File: src/design/dcmb_pkg.sv
// ----------------------------------------------------------------------------
// dcmb_pkg
// Types and address constants shared by the dual CPU mailbox I/O block.
// ----------------------------------------------------------------------------
`default_nettype none

package dcmb_pkg;

   // Bus access kinds
   typedef enum logic [1:0] {
      OP_MAIN_RD = 2'd0,
      OP_MAIN_WR = 2'd1,
      OP_SND_RD  = 2'd2,
      OP_SND_WR  = 2'd3
   } op_type;

   localparam int unsigned ADDR_W     = 24;
   localparam int unsigned DATA_W     = 16;
   localparam int unsigned BYTE_W     = 8;
   // Store index is taken from address bits 11:1 before wrapping
   localparam int unsigned RAW_IDX_W  = 11;

   // Main side map
   localparam logic [11:0] MAIN_NV_PAGE   = 12'h802;
   localparam logic [23:0] MAIN_STATUS    = 24'h803008;
   localparam logic [23:0] MAIN_MBOX_RD   = 24'h80300e;
   localparam logic [23:0] MAIN_VB_ACK    = 24'h803140;
   localparam logic [23:0] MAIN_NV_UNLOCK = 24'h803150;
   localparam logic [23:0] MAIN_MBOX_WR   = 24'h803170;
   localparam logic [19:0] MAIN_SND_RESET = 20'h80312;
   localparam logic [15:0] MAIN_STATUS_BASE = 16'hff87;

   // Sound side map, address bits 15:4
   localparam logic [11:0] SND_MBOX_WR  = 12'h100;
   localparam logic [11:0] SND_MBOX_RD  = 12'h101;
   localparam logic [11:0] SND_MIXER    = 12'h102;
   localparam logic [11:0] SND_LATCH    = 12'h103;
   localparam logic [11:0] SND_IRQ_ACK  = 12'h183;

   typedef struct packed {
      op_type              op;
      logic [ADDR_W-1:0]   address;
      logic [DATA_W-1:0]   wdata;
      logic                vblank_active;
      logic                speech_busy;
   } item_type;

   typedef struct packed {
      logic [DATA_W-1:0]   read_data;
      logic                main_irq_level;
      logic                sound_nmi_level;
      logic                sound_halted;
      logic                sound_restart;
      logic                fm_reset;
      logic [BYTE_W-1:0]   sound_control;
      logic [BYTE_W-1:0]   mixer_levels;
      logic                vblank_irq_ack;
      logic                sound_irq_ack;
   } result_type;

   // Store write request from the access logic
   typedef struct packed {
      logic                 en;
      logic [RAW_IDX_W-1:0] raw_idx;
      logic [BYTE_W-1:0]    data;
   } store_wr_type;

endpackage

`default_nettype wire

File: src/design/dcmb_core.sv
// ----------------------------------------------------------------------------
// dcmb_core
// Mailbox, status, unlock, sound reset, control latch and mixer state, with
// the decode of one bus access into the next state and its result.
// ----------------------------------------------------------------------------
`default_nettype none

module dcmb_core (
   input  wire logic                        clock,
   input  wire logic                        reset,
   input  wire logic                        advance,
   input  wire dcmb_pkg::item_type          item,
   input  wire logic [dcmb_pkg::BYTE_W-1:0] store_rd_data,
   input  wire logic                        self_test,
   output dcmb_pkg::result_type             result,
   output dcmb_pkg::store_wr_type           store_wr
);

   logic                        to_sound_full_ff, to_sound_full_in;
   logic                        to_main_full_ff,  to_main_full_in;
   logic [dcmb_pkg::BYTE_W-1:0] to_sound_byte_ff, to_sound_byte_in;
   logic [dcmb_pkg::BYTE_W-1:0] to_main_byte_ff,  to_main_byte_in;
   logic                        reset_line_ff,    reset_line_in;
   logic                        halted_ff,        halted_in;
   logic                        unlock_ff,        unlock_in;
   logic [dcmb_pkg::BYTE_W-1:0] latch_ff,         latch_in;
   logic [dcmb_pkg::BYTE_W-1:0] mixer_ff,         mixer_in;

   logic [dcmb_pkg::ADDR_W-1:0] a;
   logic [15:0]                 s;
   logic [dcmb_pkg::BYTE_W-1:0] v;
   logic [dcmb_pkg::DATA_W-1:0] rd;
   logic                        restart, fmres, vack, sack;

   assign a = item.address;
   assign s = item.address[15:0];
   assign v = item.wdata[dcmb_pkg::BYTE_W-1:0];

   always_comb begin
      to_sound_full_in = to_sound_full_ff;
      to_main_full_in  = to_main_full_ff;
      to_sound_byte_in = to_sound_byte_ff;
      to_main_byte_in  = to_main_byte_ff;
      reset_line_in    = reset_line_ff;
      halted_in        = halted_ff;
      unlock_in        = unlock_ff;
      latch_in         = latch_ff;
      mixer_in         = mixer_ff;
      rd               = '0;
      restart          = 1'b0;
      fmres            = 1'b0;
      vack             = 1'b0;
      sack             = 1'b0;
      store_wr.en      = 1'b0;
      store_wr.raw_idx = a[dcmb_pkg::RAW_IDX_W:1];
      store_wr.data    = v;

      unique case (item.op)
         dcmb_pkg::OP_MAIN_RD: begin
            if (a[23:12] == dcmb_pkg::MAIN_NV_PAGE) begin
               rd = {8'hff, store_rd_data};
            end else if (a == dcmb_pkg::MAIN_STATUS) begin
               rd = dcmb_pkg::MAIN_STATUS_BASE
                  | {9'b0, item.vblank_active, to_sound_full_ff, to_main_full_ff,
                     self_test, 3'b0};
            end else if (a == dcmb_pkg::MAIN_MBOX_RD) begin
               to_main_full_in = 1'b0;
               rd = {8'hff, to_main_byte_ff};
            end else begin
               rd = '1;
            end
         end
         dcmb_pkg::OP_MAIN_WR: begin
            if (a[23:12] == dcmb_pkg::MAIN_NV_PAGE) begin
               if (unlock_ff) begin
                  store_wr.en = 1'b1;
                  unlock_in   = 1'b0;
               end
            end else if (a == dcmb_pkg::MAIN_VB_ACK) begin
               vack = 1'b1;
            end else if (a == dcmb_pkg::MAIN_NV_UNLOCK) begin
               unlock_in = 1'b1;
            end else if (a == dcmb_pkg::MAIN_MBOX_WR) begin
               to_sound_byte_in = v;
               to_sound_full_in = 1'b1;
            end else if ((a[23:4] == dcmb_pkg::MAIN_SND_RESET) && (a[3:0] != 4'hf)) begin
               // Act on edges of the reset line only
               if (item.wdata[0] != reset_line_ff) begin
                  reset_line_in   = item.wdata[0];
                  halted_in       = ~item.wdata[0];
                  restart         = item.wdata[0];
                  to_main_full_in = 1'b0;
               end
            end
         end
         dcmb_pkg::OP_SND_RD: begin
            if (s[15:4] == dcmb_pkg::SND_MBOX_RD) begin
               to_sound_full_in = 1'b0;
               rd = {8'h00, to_sound_byte_ff};
            end else if (s[15:4] == dcmb_pkg::SND_LATCH) begin
               rd = {8'h00, to_sound_full_ff, to_main_full_ff, item.speech_busy,
                     ~self_test, 4'b0};
            end else if (s[15:4] == dcmb_pkg::SND_IRQ_ACK) begin
               sack = 1'b1;
            end else begin
               rd = 16'h00ff;
            end
         end
         dcmb_pkg::OP_SND_WR: begin
            if (s[15:4] == dcmb_pkg::SND_MBOX_WR) begin
               to_main_byte_in = v;
               to_main_full_in = 1'b1;
            end else if (s[15:4] == dcmb_pkg::SND_MIXER) begin
               mixer_in = v;
            end else if (s[15:4] == dcmb_pkg::SND_LATCH) begin
               latch_in[s[2:0]] = v[7];
               fmres = ~v[7] && (s[2:0] == 3'd0);
            end else if (s[15:4] == dcmb_pkg::SND_IRQ_ACK) begin
               sack = 1'b1;
            end
         end
         default: begin
         end
      endcase
      if (!advance) begin
         store_wr.en = 1'b0;
      end
   end

   always_ff @(posedge clock) begin
      if (reset) begin
         to_sound_full_ff <= 1'b0;
         to_main_full_ff  <= 1'b0;
         to_sound_byte_ff <= '0;
         to_main_byte_ff  <= '0;
         reset_line_ff    <= 1'b1;
         halted_ff        <= 1'b0;
         unlock_ff        <= 1'b0;
         latch_ff         <= '1;
         mixer_ff         <= '0;
      end else if (advance) begin
         to_sound_full_ff <= to_sound_full_in;
         to_main_full_ff  <= to_main_full_in;
         to_sound_byte_ff <= to_sound_byte_in;
         to_main_byte_ff  <= to_main_byte_in;
         reset_line_ff    <= reset_line_in;
         halted_ff        <= halted_in;
         unlock_ff        <= unlock_in;
         latch_ff         <= latch_in;
         mixer_ff         <= mixer_in;
      end
   end

   always_comb begin
      result.read_data       = rd;
      result.main_irq_level  = to_main_full_in;
      result.sound_nmi_level = to_sound_full_in;
      result.sound_halted    = halted_in;
      result.sound_restart   = restart;
      result.fm_reset        = fmres;
      result.sound_control   = latch_in;
      result.mixer_levels    = mixer_in;
      result.vblank_irq_ack  = vack;
      result.sound_irq_ack   = sack;
   end

endmodule

`default_nettype wire

File: config.mk
export PLATFORM = sky130hd
export DESIGN_NAME = dcmb_core
export DESIGN_NICKNAME = d
export VERILOG_FILES = /design/src/design/dcmb_pkg.sv /design/src/design/dcmb_core.sv
export SDC_FILE = /design/constraint.sdc
export NUM_CORES = 1
export LEC_CHECK = 0
export BUFFER_PORTS_ARGS = -buffer_cell sky130_fd_sc_hd__buf_2
export CORE_MARGIN = 2
export CORE_UTILIZATION = 30
export DETAILED_ROUTE_END_ITERATION = 16
export GPL_TIMING_DRIVEN = 0
export SLEW_MARGIN = 10
export SYNTH_ARGS = -nofsm -noshare
export SYNTH_HDL_FRONTEND = slang
export SYNTH_SLANG_ARGS = --single-unit
File: constraint.sdc
create_clock -name clock -period 5.1 [get_ports clock]
set_input_delay 0.255 -clock clock [delete_from_list [all_inputs] [get_ports clock]]
set_output_delay 0.255 -clock clock [all_outputs]
set_load 0.02 [all_outputs]
# Word-level counts from Yosys, hierarchy flattened
# Index checks and enable logic that the tools add are counted.
[op_classes]
add_sub_neg = 0
n_mul = 0
div = 0
order_cmp = 2
eq_ne = 18
shift = 0
n_mux = 68
bitwise_logic = 7
reduce_logical = 10
[op_table]
columns = ["cell", "count"]
rows = [
  ["== test 24 bit (second input constant)", 5],
  ["two-way mux 8 bit", 13],
  ["== test 12 x 9 -> 1 bit (second input constant)", 5],
  ["two-way mux 1 bit", 49],
  ["case mux 16 bit (2 select lines)", 1],
  ["== test 20 bit (second input constant)", 1],
  ["== test 12 bit (second input constant)", 1],
  ["bitwise mux 8 bit", 1],
  ["AND reduction 8 bit", 1],
  ["NOT 1 bit", 7],
  ["AND reduction 6 bit", 1],
  ["== test 2 bit (second input constant)", 2],
  ["< comparator 3 x 4 -> 1 bit (second input constant)", 1],
  ["!= test 4 bit (second input constant)", 1],
  ["case mux 1 bit (2 select lines)", 2],
  ["AND reduction 4 bit", 1],
  ["demux 1 bit (select 3 bit)", 1],
  [">= comparator 3 x 1 -> 1 bit (second input constant)", 1],
  ["logical AND 1 bit", 3],
  ["zero test 3 bit", 1],
  ["case mux 1 bit (3 select lines)", 1],
  ["AND reduction 3 bit", 1],
  ["== test 2 x 1 -> 1 bit (second input constant)", 1],
  ["zero test 2 bit", 1],
  ["3 further kinds", 3],
]
[word_totals]
register_bits = 37
latch_bits = 0
ramBits = 0
mem_bits_ro = 0
inputBits = 56
output_inout_bits = 59
word_cells = 114
n_memories = 0

# Depth between registers and ports, before layout
# Gate-level depths: netlist (run 1).
[depth]
word_depth = 9
depth_mapped = 8
depth_no_buf = 7

# Worst setup path before layout (run 1)
# No wires, ideal clock.
[synth_path]
path_kind = "in2out"
from = "input item[31] (netlist bit)"
to = "output result[10] (netlist bit)"
arrival_ps = 1769
required_time_ps = 4845
slack_ps = 3076
path_stages = 6
path_buffers = 1
cell_sequence = "nor3_1 nand4_2 or3_1 buf_2 nor3_2 mux2_2"
[synth_lines]
columns = ["element", "line", "text"]
rows = [
  ["from (decl)", "dcmb_core.sv:12", "input wire dcmb_pkg::item_type item,"],
  ["to (decl)", "dcmb_core.sv:15", "output dcmb_pkg::result_type result,"],
]

# Worst setup path after layout (run 1)
[layout_path]
from = "register reset_line_ff"
to = "output result[22] (netlist bit)"
[layout_via]
elab_chain_cells = 8
[layout_rtl]
columns = ["element", "line", "text"]
rows = [
  ["from (decl)", "dcmb_core.sv:23", "logic reset_line_ff, reset_line_in;"],
  ["from (signal assigned)", "dcmb_core.sv:146", "reset_line_ff <= reset_line_in;"],
  ["!= test 1 bit", "dcmb_core.sv:88", "if (item.wdata[0] != reset_line_ff) begin"],
  ["two-way mux 1 bit", "dcmb_core.sv:88", ""],
  ["two-way mux 1 bit", "dcmb_core.sv:86", "end else if ((a[23:4] == dcmb_pkg::MAIN_SND_RESET) && (a[3:0] != 4'hf)) begin"],
  ["two-way mux 1 bit", "dcmb_core.sv:83", "end else if (a == dcmb_pkg::MAIN_MBOX_WR) begin"],
  ["two-way mux 1 bit", "dcmb_core.sv:81", "end else if (a == dcmb_pkg::MAIN_NV_UNLOCK) begin"],
  ["two-way mux 1 bit", "dcmb_core.sv:79", "end else if (a == dcmb_pkg::MAIN_VB_ACK) begin"],
  ["two-way mux 1 bit", "dcmb_core.sv:74", "if (a[23:12] == dcmb_pkg::MAIN_NV_PAGE) begin"],
  ["case mux 1 bit (3 select lines)", "dcmb_core.sv:58", "unique case (item.op)"],
]
# No other way between the ends.

==> results of run 1 <==
[power by group]
group          internal, mW  total [mW]  leakage [nW]  switching (mW)
clock                 0.197       0.311        0.0687           0.114
sequential            0.289       0.289         0.298      0.00000227
combinational        0.0509       0.129          1.08          0.0785
[synth_stat cells]
cell type and count:
and2_0 1, nand4bb_1 1, nor4_4 1, buf_1 1, inv_1 8, nor4b_4 2, o21ai_0 14, clkbuf_1 13
or2_2 1, or3_1 3, nand4b_1 5, and2_1 1, ha_1 5, nor3_2 2, a221o_1 2, nand2_1 18
and3_1 1, nand4_1 5, o21a_1 1, buf_4 34, a311oi_1 2, nand2b_1 4, nor3b_1 3, nor2_1 46
mux2_2 16, nand4_2 1, o221ai_1 8, dfxtp_1 37, o21bai_1 1, nor2b_1 9, a21boi_0 1, nand3_1 5
buf_2 4, nor4_1 6, nor3_1 6, a21oi_1 7, o311ai_0 1, nor4b_1 3, mux2i_1 28, and4_1 2
a21o_1 2, or4_1 1, a41oi_1 2, o22ai_1 4
[registers in the layout, indices dropped and copies added, names as in the netlist]
signal            flops
to_main_full_ff       1
mixer_ff              8
unlock_ff             1
to_sound_byte_ff      8
latch_ff              8
reset_line_ff         1
halted_ff             1
to_sound_full_ff      1
to_main_byte_ff       8
[cell usage in the layout, fill, tap and decap left out, types with 9 or more instances in the layout]
cell,instances
o21ai_0,14
buf_2,107
mux2i_1,28
buf_4,34
nor2b_1,9
dfxtp_1,37
mux2_2,16
clkbuf_1,13
nand2_1,18
nor2_1,46
[metal layers]
layer | part of all wire | wire [µm] | vias to the layer above | global-route usage
met5 | 0 | 0 | - | 0
met4 | 0.014 | 108 | 0 | 0.0438
met3 | 0.056 | 439 | 10 | 0.0258
met2 | 0.47 | 3700 | 89 | 0.280
met1 | 0.46 | 3550 | 1226 | 0.222
li1 | - | - | 1327 | -
[critical path, stage by stage (launching register included)]
cell,delay [ps]
dfxtp_1,320
inv_1,50
ha_1,260
nor4b_1,300
nand4_1,180
o21ai_0,250
a21boi_0,290
a21oi_1,130
buf_4,140
buf_2,150
[logic make-up after synthesis]
group	count (synthesis)
and+or+nand+nor	127
buffers and inverters	60
AOI/OAI and AO/OA	45
muxes	44
DFF	37
adders and majority gates	5
[path summary, 6_finish.rpt]
path | slack (ps) | endpoint | cells past startpoint
max reg2reg | 3100 | halted_ff | 7
max | 2490 | result[22] | 9
min reg2reg | 460 | latch_ff[1] | 2
min | 270 | to_main_byte_ff[2] | 3
[stage by stage]
step / power (mW) / setup WS [ps]
final: 0.729 / 2490
after global routing: 0.759 / 2360
after CTS: 0.740 / 2490
after detailed placement: 0.426 / 2620
after global placement: 0.424 / 2630
after floorplan: 0.369 / 3080
[cell type report]
cell class                      instances  area [µm²]  area share
Multi-Input combinational cell        221        1540       0.450
Sequential cell                        37         741       0.216
Timing Repair Buffer                  103         515       0.150
Buffer                                 52         328      0.0956
Tap cell                              108         135      0.0394
Clock buffer                            5        68.8      0.0201
Clock inverter                          3        68.8      0.0201
Inverter                                8        30.0     0.00875
==> impl_metrics.py, run 1 <==
metrics = {
    "detailed_routing": {
        "detail_route.drc_violations": 0,
        "drt.antenna.violating_nets": 0,
        "dr.pass1.iters": 4,
        "detailroute.via_count": 2652,
        "wl_um": 7790,
        "drt-wirelength-per-cell_um": 14.5,
        "post_drt_via_cell_ratio": 4.94,
        "initial_drc_count": 75,
    },
    "die": {
        "initial_utilization": 0.306,
        "placementRows": 34,
        "floorplan.io_pins": 115,
        "floorplan.die_area_mm2": 0.00958,
        "fp.coreArea_mm2": 0.00864,
        "chipHeight_um": 97.9,
        "die_width_um": 97.9,
    },
    "worst_setup_path": {
        "arrival_time_worst_endpoint_ps": 2350,
        "reg2reg_from": "reset_line_ff",
        "crit_type": "flip-flop to primary output",
        "timing.critical_path.fanout_max": 3,
        "worst_setup_path_start_kind": "flip-flop",
        "worst-endpoint-required_ps": 4850,
        "worst_setup_path_end_kind": "primary output",
        "setup.worst_path.start": "reset_line_ff",
    },
    "timing": {
        "worst_slew_margin_rel": 0.621,
        "setup-violations-final": 0,
        "clock-skew-final_ps": 5.62,
        "worst_pin_slew_ps": 568,
        "achievable-frequency_ghz": 0.384,
        "post_route_clock_period_utilization": 0.511,
        "worst_hold_slack_ps": 265,
        "grt_setup_unrepaired": "no",
        "final.setup.tns_ps": 0,
        "hold_violations": 0,
        "post_route_minimum_period_ps": 2610,
        "final-max-slew-violation-count": 0,
    },
    "global_routing": {
        "pin_count_of_the_biggest_net_entering_global_routing": 14,
        "number_of_global_route_vias_before_repair": 2587,
        "gr-total-overflow": 0,
        "grt_first_pass_wirelength_um": 13000,
        "antenna_found_initial": 0,
        "globalRouteTotalUtil": 0.166,
    },
    "synth": {
        "area_fraction_in_and_or_nand_and_nor_cells_after_synthesis": 0.272,
        "ys_seq_area_frac": 0.280,
        "synth_fp_nets": 379,
        "dominant_combinational_cell_family_by_area_after_synthesis": "simple AND/OR/NAND/NOR gates",
        "average_footprint_of_a_synthesized_cell_um2": 8.31,
        "post_synth_adder_cell_area": 0.0237,
        "netlist_area_mm2": 0.00264,
        "yosys_cell_types": 44,
        "ys_ff_latch": 37,
        "multiplexer_share_of_the_synthesized_area": 0.174,
        "synthXorXnorAreaFrac": 0,
        "yosysTopAreaCell": "dfxtp_1",
        "postSynthCellCount": 318,
        "yosysTopAreaCellShare": 0.280,
        "synth_compound_gate_area_share": 0.114,
        "warning_count_from_the_yosys_run": 0,
        "synth_top_cells_by_area": "dfxtp_1, mux2i_1, buf_4",
    },
    "cells_and_area": {
        "fill_cells": 937,
        "layout-area-overhead-vs-synth_pct": 29.8,
        "layout.cell_area.non_filler_mm2": 0.00343,
        "final-instance-count-excl-fill": 537,
        "layout-drive-gt1-share": 0.401,
        "number_of_antenna_repair_diodes": 0,
        "final_core_utilization": 0.397,
        "num-nets-final": 489,
    },
    "clock_tree": {
        "cts-resized-gates": 0,
        "maximum_number_of_buffers_from_clock_root_to_sink": 2,
        "cts.htree.levels": 2,
        "clkSinkCount": 37,
        "clk_latency_ps": 300,
        "cts_tree": "built",
        "ctsRootBufferMaster": "clkbuf_8",
        "number_of_post_cts_setup_repair_buffers": 0,
        "cts.clk_slew.worst_paths_ps": 90,
        "cts-buffers-inserted": 5,
        "number_of_hold_repair_buffers_added_at_the_cts_stage": 0,
    },
    "place": {
        "postPlaceCellArea_mm2": 0.00329,
        "post-place-cells": 529,
        "gpl.final_weighted_congestion": 0.904,
        "place.port_buffers": 103,
        "dpl.hpwl_um": 6020,
    },
    "status": {
        "status": "finished clean",
    },
    "pwr": {
        "irDropWorstVdd_mv": 0.117,
        "power-per-cell-area_mw_per_mm2": 212,
        "power_leakage_nw": 1.44,
    },
    "run": {
        "cap_viol_max_count": 0,
    },
    "worst_hold_path": {
        "hp-class": "primary input to flip-flop",
        "timing.hold.worst.start": "item[4]",
    },
}
No activity file was read; power rests on OpenSTA's default activity.
==> run 2, diff against run 1 <==
- clock period: 5.1 -> 2.2 ns (I/O delays scaled with it)
==> impl_metrics.py, run 2 (synthesized netlist as in run 1, its figures left out) <==
metrics = {
    "status": {
        "status": "finished clean",
    },
    "clock_tree": {
        "cts.clk_slew.worst_paths_ps": 80,
        "clkSinkCount": 37,
        "cts.htree.levels": 2,
        "maximum_number_of_buffers_from_clock_root_to_sink": 2,
        "ctsRootBufferMaster": "clkbuf_8",
        "cts_tree": "built",
        "cts-buffers-inserted": 5,
        "clk_latency_ps": 290,
    },
    "timing": {
        "achievable-frequency_ghz": 0.476,
        "setup-violations-final": 0,
        "hold_violations": 0,
        "worst_pin_slew_ps": 564,
        "worst_slew_margin_rel": 0.624,
        "post_route_clock_period_utilization": 0.955,
        "final-max-slew-violation-count": 0,
        "final.setup.tns_ps": 0,
        "post_route_minimum_period_ps": 2100,
        "clock-skew-final_ps": 1.29,
    },
    "detailed_routing": {
        "initial_drc_count": 74,
        "drt.antenna.violating_nets": 0,
        "wl_um": 7890,
        "post_drt_via_cell_ratio": 4.91,
        "detail_route.drc_violations": 0,
        "dr.pass1.iters": 4,
        "drt-wirelength-per-cell_um": 14.7,
        "detailroute.via_count": 2636,
    },
    "global_routing": {
        "globalRouteTotalUtil": 0.167,
        "gr-total-overflow": 0,
        "antenna_found_initial": 0,
        "number_of_global_route_vias_before_repair": 2582,
        "pin_count_of_the_biggest_net_entering_global_routing": 14,
        "grt_first_pass_wirelength_um": 13100,
    },
    "pwr": {
        "design_power_total_mw": 1.70,
        "power-per-cell-area_mw_per_mm2": 486,
        "power_leakage_nw": 1.45,
        "irDropWorstVdd_mv": 0.266,
    },
    "worst_hold_path": {
        "hp-class": "primary input to flip-flop",
    },
    "die": {
        "chipHeight_um": 97.9,
        "placementRows": 34,
        "fp.coreArea_mm2": 0.00864,
        "floorplan.die_area_mm2": 0.00958,
        "initial_utilization": 0.306,
        "die_width_um": 97.9,
        "floorplan.io_pins": 115,
    },
    "cells_and_area": {
        "num-nets-final": 489,
        "layout_common_cells": "buf_2, nor2_1, buf_4",
        "layout-area-overhead-vs-synth_pct": 32.1,
        "layout.cells.most_common": "buf_2",
        "final_core_utilization": 0.404,
        "number_of_antenna_repair_diodes": 0,
        "layout-drive-gt1-share": 0.422,
        "layout.cell_area.non_filler_mm2": 0.00349,
    },
    "place": {
        "place.port_buffers": 103,
        "dpl.hpwl_um": 6020,
        "postPlaceCellArea_mm2": 0.00329,
        "gpl.final_weighted_congestion": 0.904,
    },
    "worst_setup_path": {
        "slowest_stage": "dfxtp_2",
        "worst-endpoint-required_ps": 2090,
        "crit_type": "flip-flop to primary output",
        "worst_setup_path_start_kind": "flip-flop",
        "critical_path.cell_chain": "inv_2, ha_4, nor4b_2, nand4_1, o21ai_1, a21boi_2, a21oi_2, buf_6",
        "worst_path_largest_cell_delay_ps": 320,
        "worst_setup_path_end_kind": "primary output",
        "timing.critical_path.fanout_max": 3,
        "arrival_time_worst_endpoint_ps": 1990,
    },
    "run": {
        "cap_viol_max_count": 0,
    },
}
==> run 2: power breakdown <==
part / switching (mW) / total, mW / internal [mW]
registers: 0.00000531 / 0.669 / 0.669
logic: 0.187 / 0.309 / 0.122
clock network: 0.262 / 0.719 / 0.457
total: 0.449 / 1.70 / 1.25
==> run 2: through the flow <==
stage	worst slack (ps)	cells	hold slack [ps]
floorplan	417	318	252
global placement	19.2	529	421
detailed placement	12.1	529	432
CTS	13.4	537	118
global route	-11.0	537	147
finish	98.4	537	123
==> run 2: path summary, 6_finish.rpt <==
kind	start	cells past startpoint	end	slack [ps]
setup / recovery	reset_line_ff	8	result[22]	100
hold / removal	item[4]	3	to_main_byte_ff[2]	120
setup reg to reg	reset_line_ff	7	halted_ff	270
hold reg to reg	latch_ff[1]	2	latch_ff[1]	460
==> run 2: what timing repair did <==
item                                    in CTS  in global routing
pin swaps                                    5                  7
hold buffers                                 0                  0
buffers inserted                             1                  2
gates resized for setup                      7                  9
gates cloned                                 0                  0
endpoints found under the setup margin       2                  7
==> run 2: routing by layer <==
metal	vias to the layer above	GRT usage	routed length, µm
met1	1207	0.224	3590
met5	-	0	0
met4	0	0.0438	120
met3	12	0.0258	455
met2	91	0.280	3720
li1	1326	-	-
==> run 2: area by class of cell <==
cell class	count	area, µm²
clock buffers	5	68.8
inverters	8	30.0
multi-input cells	221	1590
clock inverters	3	68.8
repair buffers	106	547
plain buffers	49	312
fillers	927	5150
flip-flops and latches	37	742
well taps	108	135
==> run 2: critical path: cells and delay by family (launching register included) <==
kind | cells | cell delay (ps)
AND/OR/NAND/NOR | 2 | 450
buffers and inverters | 2 | 200
adder cells (fa/ha/maj) | 1 | 190
flip-flops | 1 | 320
AO/OA/AOI/OAI | 3 | 530
